## config.mk

```make
export PLATFORM = sky130hd
export DESIGN_NAME = blinn_phong_specular_term
export DESIGN_NICKNAME = d
export VERILOG_FILES = /design/src/rtl/bps_pkg.sv /design/src/rtl/blinn_phong_specular_term.sv /design/src/rtl/bps_alu.sv /design/src/rtl/bps_ctrl.sv
export SDC_FILE = /design/constraint.sdc
export NUM_CORES = 2
export LEC_CHECK = 0
export BUFFER_PORTS_ARGS = -buffer_cell sky130_fd_sc_hd__buf_4
export CAP_MARGIN = 20
export CORE_MARGIN = 5
export CORE_UTILIZATION = 35
export DETAILED_ROUTE_END_ITERATION = 12
export HOLD_SLACK_MARGIN = 0.15
export SYNTH_ARGS = -nofsm -noshare
export SYNTH_HDL_FRONTEND = slang
export SYNTH_SLANG_ARGS = --single-unit
```

## constraint.sdc

```tcl
create_clock -name clk -period 16.2 [get_ports clk]
set_input_delay 1.62 -clock clk [delete_from_list [all_inputs] [get_ports clk]]
set_output_delay 1.62 -clock clk [all_outputs]
set_load 0.05 [all_outputs]
```

## src/rtl/bps_pkg.sv

```systemverilog
// Shared widths, types and codes for the Blinn-Phong specular term block.
// Used by bps_alu, bps_ctrl and blinn_phong_specular_term; no dependencies.
package bps_pkg;

	localparam int COMPONENT_BITS = 16;
	localparam int EXPONENT_BITS  = 8;

	localparam int H_SHIFT = (COMPONENT_BITS > 20) ? COMPONENT_BITS - 20 : 0;
	localparam int H_W     = COMPONENT_BITS + 1 - H_SHIFT;
	localparam int N_W     = COMPONENT_BITS;
	localparam int MA_W    = (H_W > 17) ? H_W : 17;
	localparam int MB_W    = (N_W > MA_W) ? N_W : MA_W;
	localparam int PROD_W  = MA_W + MB_W;
	localparam int DOT_W   = H_W + N_W + 2;

	localparam int NORM_W  = 62;
	localparam int ROOT_W  = 31;
	localparam int REM_W   = ROOT_W + 3;
	localparam int Q_W     = 16;
	localparam int DV_W    = NORM_W - 17 + COMPONENT_BITS;
	localparam int E_OFF   = 17 - COMPONENT_BITS;
	localparam int CNT_W   = 5;

	localparam int Q15_SHIFT = 15;
	localparam int ROUND_Q15 = 16384;

	typedef logic signed [COMPONENT_BITS-1:0] comp_t;
	typedef logic signed [H_W-1:0]            half_t;
	typedef logic [EXPONENT_BITS-1:0]         expo_t;
	typedef logic [Q_W-1:0]                   q15_t;

	localparam q15_t ONE_Q15 = q15_t'(32768);

	typedef enum logic {
		ALU_MUL = 1'b0,
		ALU_SUB = 1'b1
	} alu_op_t;

	typedef struct packed {
		alu_op_t                  op;
		logic signed [MA_W-1:0]   mul_a;
		logic signed [MB_W-1:0]   mul_b;
		logic [REM_W-1:0]         sub_a;
		logic [REM_W-1:0]         sub_b;
	} alu_req_t;

	typedef struct packed {
		logic signed [PROD_W-1:0] prod;
		logic [REM_W-1:0]         diff;
		logic                     borrow;
	} alu_rsp_t;

	typedef struct packed {
		logic start;
		logic res_ready;
	} core_ctl_t;

	typedef struct packed {
		logic idle;
		logic res_valid;
		q15_t res;
	} core_sts_t;

endpackage

```

## src/rtl/blinn_phong_specular_term.sv

```systemverilog
// Blinn-Phong specular term, top level: input capture, half vector, result
// register and checks. Depends on bps_pkg, bps_alu and bps_ctrl.
//
// The input channel (in_valid, in_ready) takes one item: eye, light and
// normal directions in signed Q2.14 and an integer shininess exponent. The
// output channel (out_valid, out_ready) returns one item per input item:
// the specular term in unsigned Q1.15, where 32768 is 1.0.
// The block works on one item at a time and drops in_ready from acceptance
// until the result has moved into the output register. The steps are:
// multiplies for the squared half-vector length and the dot product, two bits
// of square normalization per cycle, one root bit per cycle (31-bit root),
// one quotient bit per cycle (16-bit quotient), and one or two multiplies
// per exponent bit. All of these share one multiplier and one
// subtractor.
// A result that waits in the output register does not stop the next item
// from being accepted; it only holds the block once its own next result is
// ready. Reset clears out_valid and returns the block to idle.
module blinn_phong_specular_term (
	input  logic           clk,
	input  logic           arst_n,
	input  logic           in_valid,
	output logic           in_ready,
	input  bps_pkg::comp_t eye_x,
	input  bps_pkg::comp_t eye_y,
	input  bps_pkg::comp_t eye_z,
	input  bps_pkg::comp_t light_x,
	input  bps_pkg::comp_t light_y,
	input  bps_pkg::comp_t light_z,
	input  bps_pkg::comp_t normal_x,
	input  bps_pkg::comp_t normal_y,
	input  bps_pkg::comp_t normal_z,
	input  bps_pkg::expo_t shininess,
	output logic           out_valid,
	input  logic           out_ready,
	output bps_pkg::q15_t  specular
);
	import bps_pkg::*;

	function automatic half_t half_comp(input comp_t l, input comp_t e);
		logic signed [COMPONENT_BITS:0] d;
		logic [COMPONENT_BITS:0]        mag;
		d   = (COMPONENT_BITS + 1)'(l) - (COMPONENT_BITS + 1)'(e);
		mag = d[COMPONENT_BITS] ? $unsigned(-d) : $unsigned(d);
		mag = mag >> H_SHIFT;
		half_comp = d[COMPONENT_BITS] ? -half_t'(mag) : half_t'(mag);
	endfunction

	half_t     h_q [3];
	comp_t     n_q [3];
	expo_t     expo_q;
	logic      out_valid_q;
	q15_t      specular_q;
	logic      accept;
	core_ctl_t core_ctl;
	core_sts_t core_sts;
	alu_req_t  alu_req;
	alu_rsp_t  alu_rsp;

	assign in_ready = core_sts.idle;
	assign accept   = in_valid && in_ready;

	always_ff @(posedge clk) begin
		if (accept) begin
			h_q[0] <= half_comp(light_x, eye_x);
			h_q[1] <= half_comp(light_y, eye_y);
			h_q[2] <= half_comp(light_z, eye_z);
			n_q[0] <= normal_x;
			n_q[1] <= normal_y;
			n_q[2] <= normal_z;
			expo_q <= shininess;
		end
	end

	assign core_ctl.start     = accept;
	assign core_ctl.res_ready = !out_valid_q || out_ready;

	bps_ctrl u_ctrl (
		.clk     (clk),
		.arst_n  (arst_n),
		.ctl     (core_ctl),
		.sts     (core_sts),
		.h_vec   (h_q),
		.n_vec   (n_q),
		.expo    (expo_q),
		.alu_req (alu_req),
		.alu_rsp (alu_rsp)
	);

	bps_alu u_alu (
		.req (alu_req),
		.rsp (alu_rsp)
	);

	always_ff @(posedge clk or negedge arst_n) begin
		if (!arst_n) begin
			out_valid_q <= 1'b0;
		end else if (core_sts.res_valid && core_ctl.res_ready) begin
			out_valid_q <= 1'b1;
		end else if (out_ready) begin
			out_valid_q <= 1'b0;
		end
	end

	always_ff @(posedge clk) begin
		if (core_sts.res_valid && core_ctl.res_ready) begin
			specular_q <= core_sts.res;
		end
	end

	assign out_valid = out_valid_q;
	assign specular  = specular_q;

	a_busy_after_accept: assert property (
		@(posedge clk) disable iff (!arst_n)
		accept |=> !in_ready
	) else $error("block stayed ready after taking an item");

	a_result_handoff: assert property (
		@(posedge clk) disable iff (!arst_n)
		core_sts.res_valid && core_ctl.res_ready |=>
			out_valid && in_ready && (specular == $past(core_sts.res))
	) else $error("finished item did not reach the output register");

	a_result_range: assert property (
		@(posedge clk) disable iff (!arst_n)
		core_sts.res_valid |-> (core_sts.res <= ONE_Q15)
	) else $error("specular term above one");

	a_no_finish_when_idle: assert property (
		@(posedge clk) disable iff (!arst_n)
		in_ready |-> !core_sts.res_valid
	) else $error("result offered while idle");

endmodule

```

## src/rtl/bps_alu.sv

```systemverilog
// Shared arithmetic unit: one signed multiplier and one unsigned subtractor.
// Depends on bps_pkg for the request and response types.
module bps_alu (
	input  bps_pkg::alu_req_t req,
	output bps_pkg::alu_rsp_t rsp
);
	import bps_pkg::*;

	logic signed [MA_W-1:0]   a_s;
	logic signed [MB_W-1:0]   b_s;
	logic signed [PROD_W-1:0] prod;
	logic [REM_W:0]           diff_ext;

	assign a_s = req.mul_a;
	assign b_s = req.mul_b;

	always_comb begin
		prod     = '0;
		diff_ext = '0;
		case (req.op)
			ALU_MUL: begin
				prod = a_s * b_s;
			end
			ALU_SUB: begin
				diff_ext = {1'b0, req.sub_a} - {1'b0, req.sub_b};
			end
			default: begin
				prod     = '0;
				diff_ext = '0;
			end
		endcase
	end

	assign rsp.prod   = prod;
	assign rsp.diff   = diff_ext[REM_W-1:0];
	assign rsp.borrow = diff_ext[REM_W];

endmodule

```

## src/rtl/bps_ctrl.sv

```systemverilog
// Sequencer and working registers: sums of products, normalization, square
// root, division and the power loop, all through bps_alu. Depends on bps_pkg.
module bps_ctrl (
	input  logic                clk,
	input  logic                arst_n,
	input  bps_pkg::core_ctl_t  ctl,
	output bps_pkg::core_sts_t  sts,
	input  bps_pkg::half_t      h_vec [3],
	input  bps_pkg::comp_t      n_vec [3],
	input  bps_pkg::expo_t      expo,
	output bps_pkg::alu_req_t   alu_req,
	input  bps_pkg::alu_rsp_t   alu_rsp
);
	import bps_pkg::*;

	typedef enum logic [8:0] {
		ST_IDLE   = 9'b000000001,
		ST_SQR    = 9'b000000010,
		ST_CHECK  = 9'b000000100,
		ST_NORM   = 9'b000001000,
		ST_SQRT   = 9'b000010000,
		ST_DIVCHK = 9'b000100000,
		ST_DIV    = 9'b001000000,
		ST_POW    = 9'b010000000,
		ST_FIN    = 9'b100000000
	} state_t;

	localparam int SH_L     = (E_OFF > 0) ? E_OFF : 0;
	localparam int SH_R     = (E_OFF < 0) ? -E_OFF : 0;
	localparam int SQR_LAST = 5;

	state_t                  state_q;
	logic [CNT_W-1:0]        cnt_q;
	logic                    ph_q;
	logic [NORM_W-1:0]       s_q;
	logic signed [DOT_W-1:0] dot_q;
	logic [DV_W-1:0]         dvd_q;
	logic                    ovf_q;
	logic [ROOT_W-1:0]       root_q;
	logic [ROOT_W:0]         rem_q;
	q15_t                    low_q;
	q15_t                    base_q;
	q15_t                    acc_q;
	expo_t                   exp_q;

	logic [1:0]              idx;
	logic [DV_W+SH_L-1:0]    dvd_ext;
	logic [NORM_W-1:0]       dividend;
	logic                    div_top_zero;
	logic [ROOT_W-1:0]       div_hi;
	logic [REM_W-1:0]        sq_rem;
	logic [ROOT_W:0]         div_rem;
	q15_t                    quot;
	logic [PROD_W-1:0]       rnd;
	q15_t                    mul_q;
	logic                    s_top_zero;
	logic                    no_light;

	assign idx          = cnt_q[2:1];
	assign dvd_ext      = (DV_W + SH_L)'(dvd_q);
	assign dividend     = NORM_W'((dvd_ext << SH_L) >> SH_R);
	assign div_top_zero = (dividend[NORM_W-1:Q_W+ROOT_W] == '0);
	assign div_hi       = dividend[Q_W+ROOT_W-1:Q_W];
	assign sq_rem       = {rem_q, s_q[NORM_W-1 -: 2]};
	assign div_rem      = {rem_q[ROOT_W-1:0], low_q[Q_W-1]};
	assign quot         = {low_q[Q_W-2:0], !alu_rsp.borrow};
	assign rnd          = $unsigned(alu_rsp.prod) + PROD_W'(ROUND_Q15);
	assign mul_q        = Q_W'(rnd >> Q15_SHIFT);
	assign s_top_zero   = (s_q[NORM_W-1 -: 2] == 2'b00);
	assign no_light     = (s_q == '0) || dot_q[DOT_W-1] || (dot_q == '0);

	always_comb begin
		alu_req    = '0;
		alu_req.op = ALU_SUB;
		case (state_q)
			ST_SQR: begin
				alu_req.op    = ALU_MUL;
				alu_req.mul_a = MA_W'(h_vec[idx]);
				alu_req.mul_b = cnt_q[0] ? MB_W'(n_vec[idx]) : MB_W'(h_vec[idx]);
			end
			ST_SQRT: begin
				alu_req.sub_a = sq_rem;
				alu_req.sub_b = REM_W'({root_q, 2'b01});
			end
			ST_DIVCHK: begin
				alu_req.sub_a = REM_W'(div_hi);
				alu_req.sub_b = REM_W'(root_q);
			end
			ST_DIV: begin
				alu_req.sub_a = REM_W'(div_rem);
				alu_req.sub_b = REM_W'(root_q);
			end
			ST_POW: begin
				alu_req.op    = ALU_MUL;
				alu_req.mul_a = (!ph_q && exp_q[0]) ? MA_W'(acc_q) : MA_W'(base_q);
				alu_req.mul_b = MB_W'(base_q);
			end
			default: begin
				alu_req.op = ALU_SUB;
			end
		endcase
	end

	always_ff @(posedge clk or negedge arst_n) begin
		if (!arst_n) begin
			state_q <= ST_IDLE;
			cnt_q   <= '0;
			ph_q    <= 1'b0;
		end else begin
			case (state_q)
				ST_IDLE: begin
					if (ctl.start) begin
						state_q <= ST_SQR;
						cnt_q   <= '0;
					end
				end
				ST_SQR: begin
					if (cnt_q == CNT_W'(SQR_LAST)) begin
						state_q <= ST_CHECK;
						cnt_q   <= '0;
					end else begin
						cnt_q <= cnt_q + 1'b1;
					end
				end
				ST_CHECK: begin
					state_q <= no_light ? ST_FIN : ST_NORM;
				end
				ST_NORM: begin
					if (!s_top_zero) begin
						state_q <= ovf_q ? ST_POW : ST_SQRT;
						cnt_q   <= '0;
						ph_q    <= 1'b0;
					end
				end
				ST_SQRT: begin
					if (cnt_q == CNT_W'(ROOT_W - 1)) begin
						state_q <= ST_DIVCHK;
						cnt_q   <= '0;
					end else begin
						cnt_q <= cnt_q + 1'b1;
					end
				end
				ST_DIVCHK: begin
					state_q <= (!div_top_zero || !alu_rsp.borrow) ? ST_POW : ST_DIV;
					cnt_q   <= '0;
					ph_q    <= 1'b0;
				end
				ST_DIV: begin
					if (cnt_q == CNT_W'(Q_W - 1)) begin
						state_q <= ST_POW;
						cnt_q   <= '0;
						ph_q    <= 1'b0;
					end else begin
						cnt_q <= cnt_q + 1'b1;
					end
				end
				ST_POW: begin
					if (ph_q) begin
						ph_q <= 1'b0;
					end else if (exp_q == '0) begin
						state_q <= ST_FIN;
					end else if (exp_q[0]) begin
						ph_q <= 1'b1;
					end
				end
				ST_FIN: begin
					if (ctl.res_ready) begin
						state_q <= ST_IDLE;
					end
				end
				default: begin
					state_q <= ST_IDLE;
				end
			endcase
		end
	end

	always_ff @(posedge clk) begin
		case (state_q)
			ST_IDLE: begin
				s_q   <= '0;
				dot_q <= '0;
				acc_q <= ONE_Q15;
			end
			ST_SQR: begin
				if (cnt_q[0]) begin
					dot_q <= dot_q + DOT_W'(alu_rsp.prod);
				end else begin
					s_q <= s_q + NORM_W'(alu_rsp.prod);
				end
			end
			ST_CHECK: begin
				dvd_q <= DV_W'($unsigned(dot_q));
				ovf_q <= 1'b0;
				exp_q <= expo;
				if (no_light) begin
					acc_q <= '0;
				end
			end
			ST_NORM: begin
				if (s_top_zero) begin
					s_q   <= s_q << 2;
					dvd_q <= dvd_q << 1;
					ovf_q <= ovf_q | dvd_q[DV_W-1];
				end else begin
					rem_q  <= '0;
					root_q <= '0;
					base_q <= ONE_Q15;
				end
			end
			ST_SQRT: begin
				s_q    <= s_q << 2;
				root_q <= {root_q[ROOT_W-2:0], !alu_rsp.borrow};
				rem_q  <= alu_rsp.borrow ? sq_rem[ROOT_W:0] : alu_rsp.diff[ROOT_W:0];
			end
			ST_DIVCHK: begin
				rem_q  <= {1'b0, div_hi};
				low_q  <= dividend[Q_W-1:0];
				base_q <= ONE_Q15;
			end
			ST_DIV: begin
				rem_q <= alu_rsp.borrow ? div_rem : alu_rsp.diff[ROOT_W:0];
				low_q <= quot;
				if (cnt_q == CNT_W'(Q_W - 1)) begin
					base_q <= (quot > ONE_Q15) ? ONE_Q15 : quot;
				end
			end
			ST_POW: begin
				if (ph_q) begin
					base_q <= mul_q;
					exp_q  <= exp_q >> 1;
				end else if (exp_q != '0) begin
					if (exp_q[0]) begin
						acc_q <= mul_q;
					end else begin
						base_q <= mul_q;
						exp_q  <= exp_q >> 1;
					end
				end
			end
			default: begin
			end
		endcase
	end

	assign sts.idle      = (state_q == ST_IDLE);
	assign sts.res_valid = (state_q == ST_FIN);
	assign sts.res       = acc_q;

endmodule

```

* Word-level counts from Yosys, hierarchy flattened *
Cells that the tools add are included.

cells by class
  $lt $le $gt $ge = 2
  $add $sub $neg = 14
  reductions and logical operators = 41
  bitwise logic cells = 2
  $mul = 1
  mux-type cells = 76
  eq/ne operators = 28

operators by type and width
  operator                             count
  one-hot mux 62 bit (4 select lines)  1
  two-way mux 16 bit                   13
  one-hot mux 68 bit (3 select lines)  1
  two-way mux 17 bit                   9
  one-hot mux 32 bit (4 select lines)  1
  two-way mux 62 bit                   2
  one-hot mux 61 bit (2 select lines)  1
  negator 17 bit                       6
  two-way mux 32 bit                   3
  two-way mux 9 bit                    9
  one-hot mux 9 bit (9 select lines)   1
  two-way mux 35 bit                   2
  one-hot mux 35 bit (2 select lines)  1
  one-hot mux 34 bit (2 select lines)  1
  one-hot mux 16 bit (4 select lines)  1
  adder 62 bit                         1
  zero test 62 bit                     1
  one-hot mux 31 bit (2 select lines)  1
  two-way mux 61 bit                   1
  subtractor 16 x 16 -> 17 bit         3
  one-hot mux 16 bit (3 select lines)  1
  two-way mux 8 bit                    5
  adder 35 x 34 -> 35 bit              1
  zero test 35 bit                     1
  other kinds (51)                     97

word-level totals
  logic and storage cells = 187
  flip-flop bits (word level) = 417
  output and inout bits = 18

* Logic depth before layout (Yosys ltp) *
  depth after elaboration = 13
  depth in mapped cells = 47

* By module *
Synthesis repeated with hierarchy kept, for this count alone.

unflattened totals
  cell total of the unflattened synthesis = 4677
  area, all modules = 42321.8 um^2

modules (own cells, without submodules)
  module                     area an instance (um^2)  times used  seq. area each (um^2)  cells each
  bps_ctrl                   19618.8                  1           8724.6                 2136
  bps_alu                    13254.0                  1           0.0                    1584
  blinn_phong_specular_term  9449.1                   1           3718.6                 957

* Worst setup path before layout *
OpenSTA, ideal clock, no wires.

  path kind = flip-flop to flip-flop
  start point = register u_ctrl.cnt_q[1]
  end point = register u_ctrl.s_q[54], data pin
  path buffers = 4
  arrival time = 11.987 ns
  stages on the path, launching flop included = 44
  required time = 15.943 ns
  period minus slack after synthesis = 12.244 ns
  setup time = 0.257 ns
  path slack = 3.956 ns
  cell sequence = dfrtp_1 clkbuf_1 buf_1 mux2i_1 o21ai_0 o21ai_0 nor2_1 a21oi_1 clkbuf_1 nor2_1 fa_1 inv_1 fa_1 fa_1 inv_1 fa_1 fa_1 inv_1 [8 not listed] a21o_1 a21boi_0 o21a_1 nor3_1 ha_1 clkbuf_1 a21o_1 a21o_1 a21o_1 a21o_1 a21o_1 a21oi_1 inv_1 and3_1 a21oi_1 o21ai_1 or3_1 a32o_1

on the way
  cells in the longest elaborated chain, start to end = 11

RTL lines
  item                                                                                                line                            RTL
  from (decl)                                                                                         bps_ctrl.sv:33                  logic [CNT_W-1:0] cnt_q;
  from (signal assigned)                                                                              bps_ctrl.sv:122                 cnt_q <= cnt_q + 1'b1;
  from (signal assigned)                                                                              bps_ctrl.sv:140                 cnt_q <= cnt_q + 1'b1;
  from (signal assigned)                                                                              bps_ctrl.sv:154                 cnt_q <= cnt_q + 1'b1;
  inverter 2 -> 3 bit (implied by the code) *                                                         bps_ctrl.sv:78, bps_ctrl.sv:79
  binary-select mux 17 bit (select 2 bit) or binary-select mux 16 bit (select 2 bit) (tied branches)  bps_ctrl.sv:78, bps_ctrl.sv:79
  two-way mux 17 bit (implied by the code) or two-way mux 16 bit (tied branches) (2 in a row)         bps_ctrl.sv:78, bps_ctrl.sv:79
  two-way mux 17 bit                                                                                  bps_ctrl.sv:79                  alu_req.mul_b = cnt_q[0] ? MB_W'(n_vec[idx]) : MB_W'(h_vec[idx]);
  one-hot mux 34 bit (2 select lines) *                                                               bps_ctrl.sv:75                  case (state_q)
  multiplier 17 x 17 -> 34 bit *                                                                      bps_alu.sv:22                   prod = a_s * b_s;
  two-way mux 34 bit *                                                                                bps_alu.sv:20                   case (req.op)
  adder 62 bit *                                                                                      bps_ctrl.sv:189                 s_q <= s_q + NORM_W'(alu_rsp.prod);
  two-way mux 62 bit *                                                                                bps_ctrl.sv:186                 if (cnt_q[0]) begin
  one-hot mux 62 bit (4 select lines) *                                                               bps_ctrl.sv:179                 case (state_q)
  to (signal assigned)                                                                                bps_ctrl.sv:189
  to (signal assigned)                                                                                bps_ctrl.sv:202                 s_q <= s_q << 2;
  to (signal assigned)                                                                                bps_ctrl.sv:212                 s_q <= s_q << 2;
  to (decl)                                                                                           bps_ctrl.sv:35                  logic [NORM_W-1:0] s_q;

Mark *: on every way between the ends. The rest lies on a longest branch, timed or not. The select of a mux whose other input is x is not followed.
A chain may end at the register's enable or synchronous reset.

* Worst setup path in the final report *
  start point = register u_ctrl.state_q[5]
  end point = register u_ctrl.s_q[56], data pin

on the way
  cells in the longest elaborated chain, start to end = 7

RTL lines
  item                                                                          line                             RTL
  from (decl)                                                                   bps_ctrl.sv:32                   state_t state_q;
  from (signal assigned)                                                        bps_ctrl.sv:126                  state_q <= no_light ? ST_FIN : ST_NORM;
  from (signal assigned)                                                        bps_ctrl.sv:130                  state_q <= ovf_q ? ST_POW : ST_SQRT;
  from (signal assigned)                                                        bps_ctrl.sv:144                  state_q <= (!div_top_zero || !alu_rsp.borrow) ? ST_POW : ST_DIV;
  equality test 9 x 8 -> 1 bit or equality test 9 x 2 -> 1 bit (tied branches)  bps_ctrl.sv:75, bps_ctrl.sv:179
  one-hot mux 34 bit (2 select lines)                                           bps_ctrl.sv:75
  multiplier 17 x 17 -> 34 bit                                                  bps_alu.sv:22
  two-way mux 34 bit                                                            bps_alu.sv:20
  adder 62 bit                                                                  bps_ctrl.sv:189
  two-way mux 62 bit                                                            bps_ctrl.sv:186
  one-hot mux 62 bit (4 select lines) *                                         bps_ctrl.sv:179

Marks and branches as above.

==> impl_metrics.csv <==
group,metric,value,unit
setup_path,setup.worst_path.start_class,"flop",
synthesis,synth_async_sr_flop_share,3.84,%
detailed_routing,tritonroute_pass_1_iters,7,
setup_path,criticalPathCategory,"flop to flop",
hold_path,hold-path-cell-count,0,
clock_network,cts-htree-levels,2,
synthesis,synth_edf_count,401,
hold_path,worst_hold_path_type,"flop to flop",
sta,fmax,82.1,MHz
global_route,number_of_antenna_violations_at_the_first_check_in_global_routing,10,
detailed_routing,dr.first_iter.drc_count,3036,
synthesis,ys_top_cells_by_count,"nand2_1 (579), inv_1 (440), nor2_1 (416)",
clock_network,tritoncts,"done",
setup_path,worst-path-max-fanout,33,
detailed_routing,routed_wire_length_per_instance,19.9,um
sta,final.setup.tns,0,ns
setup_path,critical-path-slowest-cell,"o21a_1",
final_layout,layout-drive-gt1-share,8.80,%
synthesis,yosys.cell_count.top_type,"nand2_1",
synthesis,synth.ff_latch_count,417,
run_status,outcome,"completed",
power_and_ir_drop,leakage_dissipation,19.7,nW
synthesis,seq_area_frac_synth,30.5,%
clock_network,post_cts_hold_buffer_count,0,
clock_network,clock_sinks,417,
setup_path,timing.rr.end,"u_ctrl.s_q[56]$_DFFE_PP_",
synthesis,postSynth.topFlopCell,"edfxtp_1",
sta,worst_slew_margin_rel,24.3,%
global_route,grt_first_pass_wirelength,190000,um
setup_path,setup.worst_path.end_class,"flop",
die,die_outline_area,123000,sq um
detailed_routing,vias_per_cell,5.49,
setup_path,cpPeakStageDelay,0.55,ns
setup_path,timing.reg2reg.worst_path_depth,37,
setup_path,reg2reg_setup_slack,4.02,ns
synthesis,synth_top_cell_by_area,"edfxtp_1",
setup_path,r2r_start,"u_ctrl.state_q[5]$_DFFE_PN0P_",
sta,period_needed,12.18,ns
placed_design,io_buffer_count,173,
clock_network,cts.reportedPaths.clkPinSlew,0.06,ns
die,fp.dieH,351,um
detailed_routing,routed_wl,122000,um
die,design.core.area,116000,sq um
clock_network,cts_resized,0,
clock_network,clock_path_buffers,3,
power_and_ir_drop,power_density,111,nW/um^2
synthesis,number_of_warnings_printed_during_yosys_synthesis,0,
die,initial_utilization,35.2,%
sta,final_min_period_over_clock_period,75.2,%
detailed_routing,drc,0,
clock_network,cts_root_buf,"clkbuf_16",
final_layout,area_growth_from_synthesis_to_layout,11.8,%
power_and_ir_drop,ir_worst_vdd,0.0000907,V
placed_design,dp_hpwl,94500,um
placed_design,gp_routability_congestion,0.937,
synthesis,synth.lib_cells_used.distinct,107,
detailed_routing,postRouteAntennaNets,0,
clock_network,clk-insertion-delay-late,0.67,ns
sta,finalMaxSlewViolations,0,
clock_network,cts_setup_buffers,0,
global_route,maximum_number_of_pins_on_one_net_before_global_route_repair,68,
synthesis,syn-instance-count,4459,
placed_design,place.detailed.instances,6047,
synthesis,ys_top_cells_by_area,"edfxtp_1 (30%), fa_1 (15%), ha_1 (8.2%), nand2_1 (5.3%), inv_1 (4.1%)",
sta,skew,0.0776,ns
detailed_routing,vias,33700,
synthesis,syn-num-nets,5184,
job,cap_viol_max_count,0,
hold_path,hold_start,"u_ctrl.acc_q[12]$_DFFE_PP_",
global_route,global_route.overflow_total,0,
die,die_extent_in_x,351,um
clock_network,cts-buffers-inserted,49,
sta,setup_viol,0,
synthesis,syn-cell-area,40800,sq um
setup_path,critical_path_required,16.57,ns
setup_path,cp_data_arrival_time,12.55,ns
sta,rsz0062_at_grt,"no",
sta,tightest_slew,1.14,ns
setup_path,worst_setup_path_startpoint,"u_ctrl.state_q[5]$_DFFE_PN0P_",
final_layout,instances_no_fill,6143,
synthesis,synthesis.area_per_instance,9.14,sq um
hold_path,worst_hold_path.endpoint,"specular[12]$_DFFE_PP_",
global_route,first_global_vias,33000,
synthesis,yosys.area.top_type_share,29.5,%
final_layout,num-nets-final,5299,
die,floorplan.rows,125,
global_route,global_route.usage.total,19.5,%
setup_path,crit_top_cell,"fa_1",
die,number_of_i_o_pins,174,
sta,report.final.hold_viol_count,0,
## worst max-delay path by stage
stage                          endpoint  slack, ns
5_1_grt        u_ctrl.s_q[54]$_DFFE_PP_       3.39
2_1_floorplan  u_ctrl.s_q[54]$_DFFE_PP_       3.96
6_report       u_ctrl.s_q[56]$_DFFE_PP_       4.02
4_1_cts        u_ctrl.s_q[56]$_DFFE_PP_       4.23
3_3_place_gp   u_ctrl.s_q[54]$_DFFE_PP_       4.38
3_5_place_dp   u_ctrl.s_q[56]$_DFFE_PP_       4.26
## cell type report
cell class	count	area [sq um]
fillers	11500	70300
diodes	4	10.0
multi-input cells	3431	26100
flip-flops and latches	417	12400
inverters	441	1660
repair buffers	234	1760
well taps	1524	1910
clock buffers	59	1280
clock inverters	33	429
## critical path: cells and delay by family (launching register included)
| family | cells | cell delay, ns |
|---|---|---|
| adders and majority gates | 8 | 3.67 |
| DFF | 1 | 0.43 |
| AOI/OAI and AO/OA | 11 | 3.73 |
| buffers and inverters | 6 | 1.13 |
| and+or+nand+nor | 12 | 2.91 |
## logic make-up after synthesis
logic type      synth area share, %
compound gates                 16.4
xor+xnor                       5.73
fa+ha+maj                      23.1
buf+inv                        5.64
flops                          30.5
mux                            1.25
simple gates                   17.4
## report_power, final
part           switching, W  leakage, nW  internal, W
Clock              0.000495        0.815     0.000685
Sequential         0.000243         4.16      0.00156
Combinational       0.00138         14.7     0.000681
Total               0.00212         19.7      0.00293
## sequential cells by signal (all words and copies together) (netlist names), 31 cells and up
register / count
u_ctrl.dot_q: 35
u_ctrl.rem_q: 32
n_q: 48
h_q: 51
u_ctrl.dvd_q: 61
u_ctrl.s_q: 62
u_ctrl.root_q: 31
## layout by cell type, fill, tap and decap left out, types with 50 or more instances in the layout
cell type / netlist / routed
a21o_1: 118 / 118
a21oi_1: 255 / 253
a22oi_1: 50 / 50
and2_1: 106 / 105
buf_4: 0 / 234
edfxtp_1: 401 / 401
fa_1: 302 / 302
ha_1: 267 / 267
inv_1: 440 / 440
nand2_1: 579 / 576
nand3_1: 81 / 81
nor2_1: 416 / 415
nor3_1: 59 / 57
o21ai_0: 190 / 190
xnor2_1: 171 / 171
xor2_1: 92 / 92
## per-stage QoR
stage	power [W]	area (sq um)	worst slack, ns	hold WS, ns	utilization, %
after floorplan	0.00313	40800	3.96	0.425	-
after global placement	0.00383	43900	4.38	0.492	37.8
after detailed placement	0.00385	43900	4.26	0.481	37.8
after CTS	0.00505	45600	4.23	0.509	39.3
after global routing	0.00534	45600	3.39	0.522	39.3
final	0.00504	45600	4.02	0.503	39.3
## layer usage
metal / track usage [%] / part of all wire [%] / vias up / wire length (um)
met2: 30.7 / 44 / 1274 / 54400
met4: 4.15 / 2.2 / 4 / 2630
met5: 0 / 0.017 / - / 21
met1: 28.0 / 45 / 16500 / 55100
li1: - / - / 15800 / -
met3: 3.58 / 8.3 / 159 / 10200
Note: power is estimated with default switching activity, not from simulation.
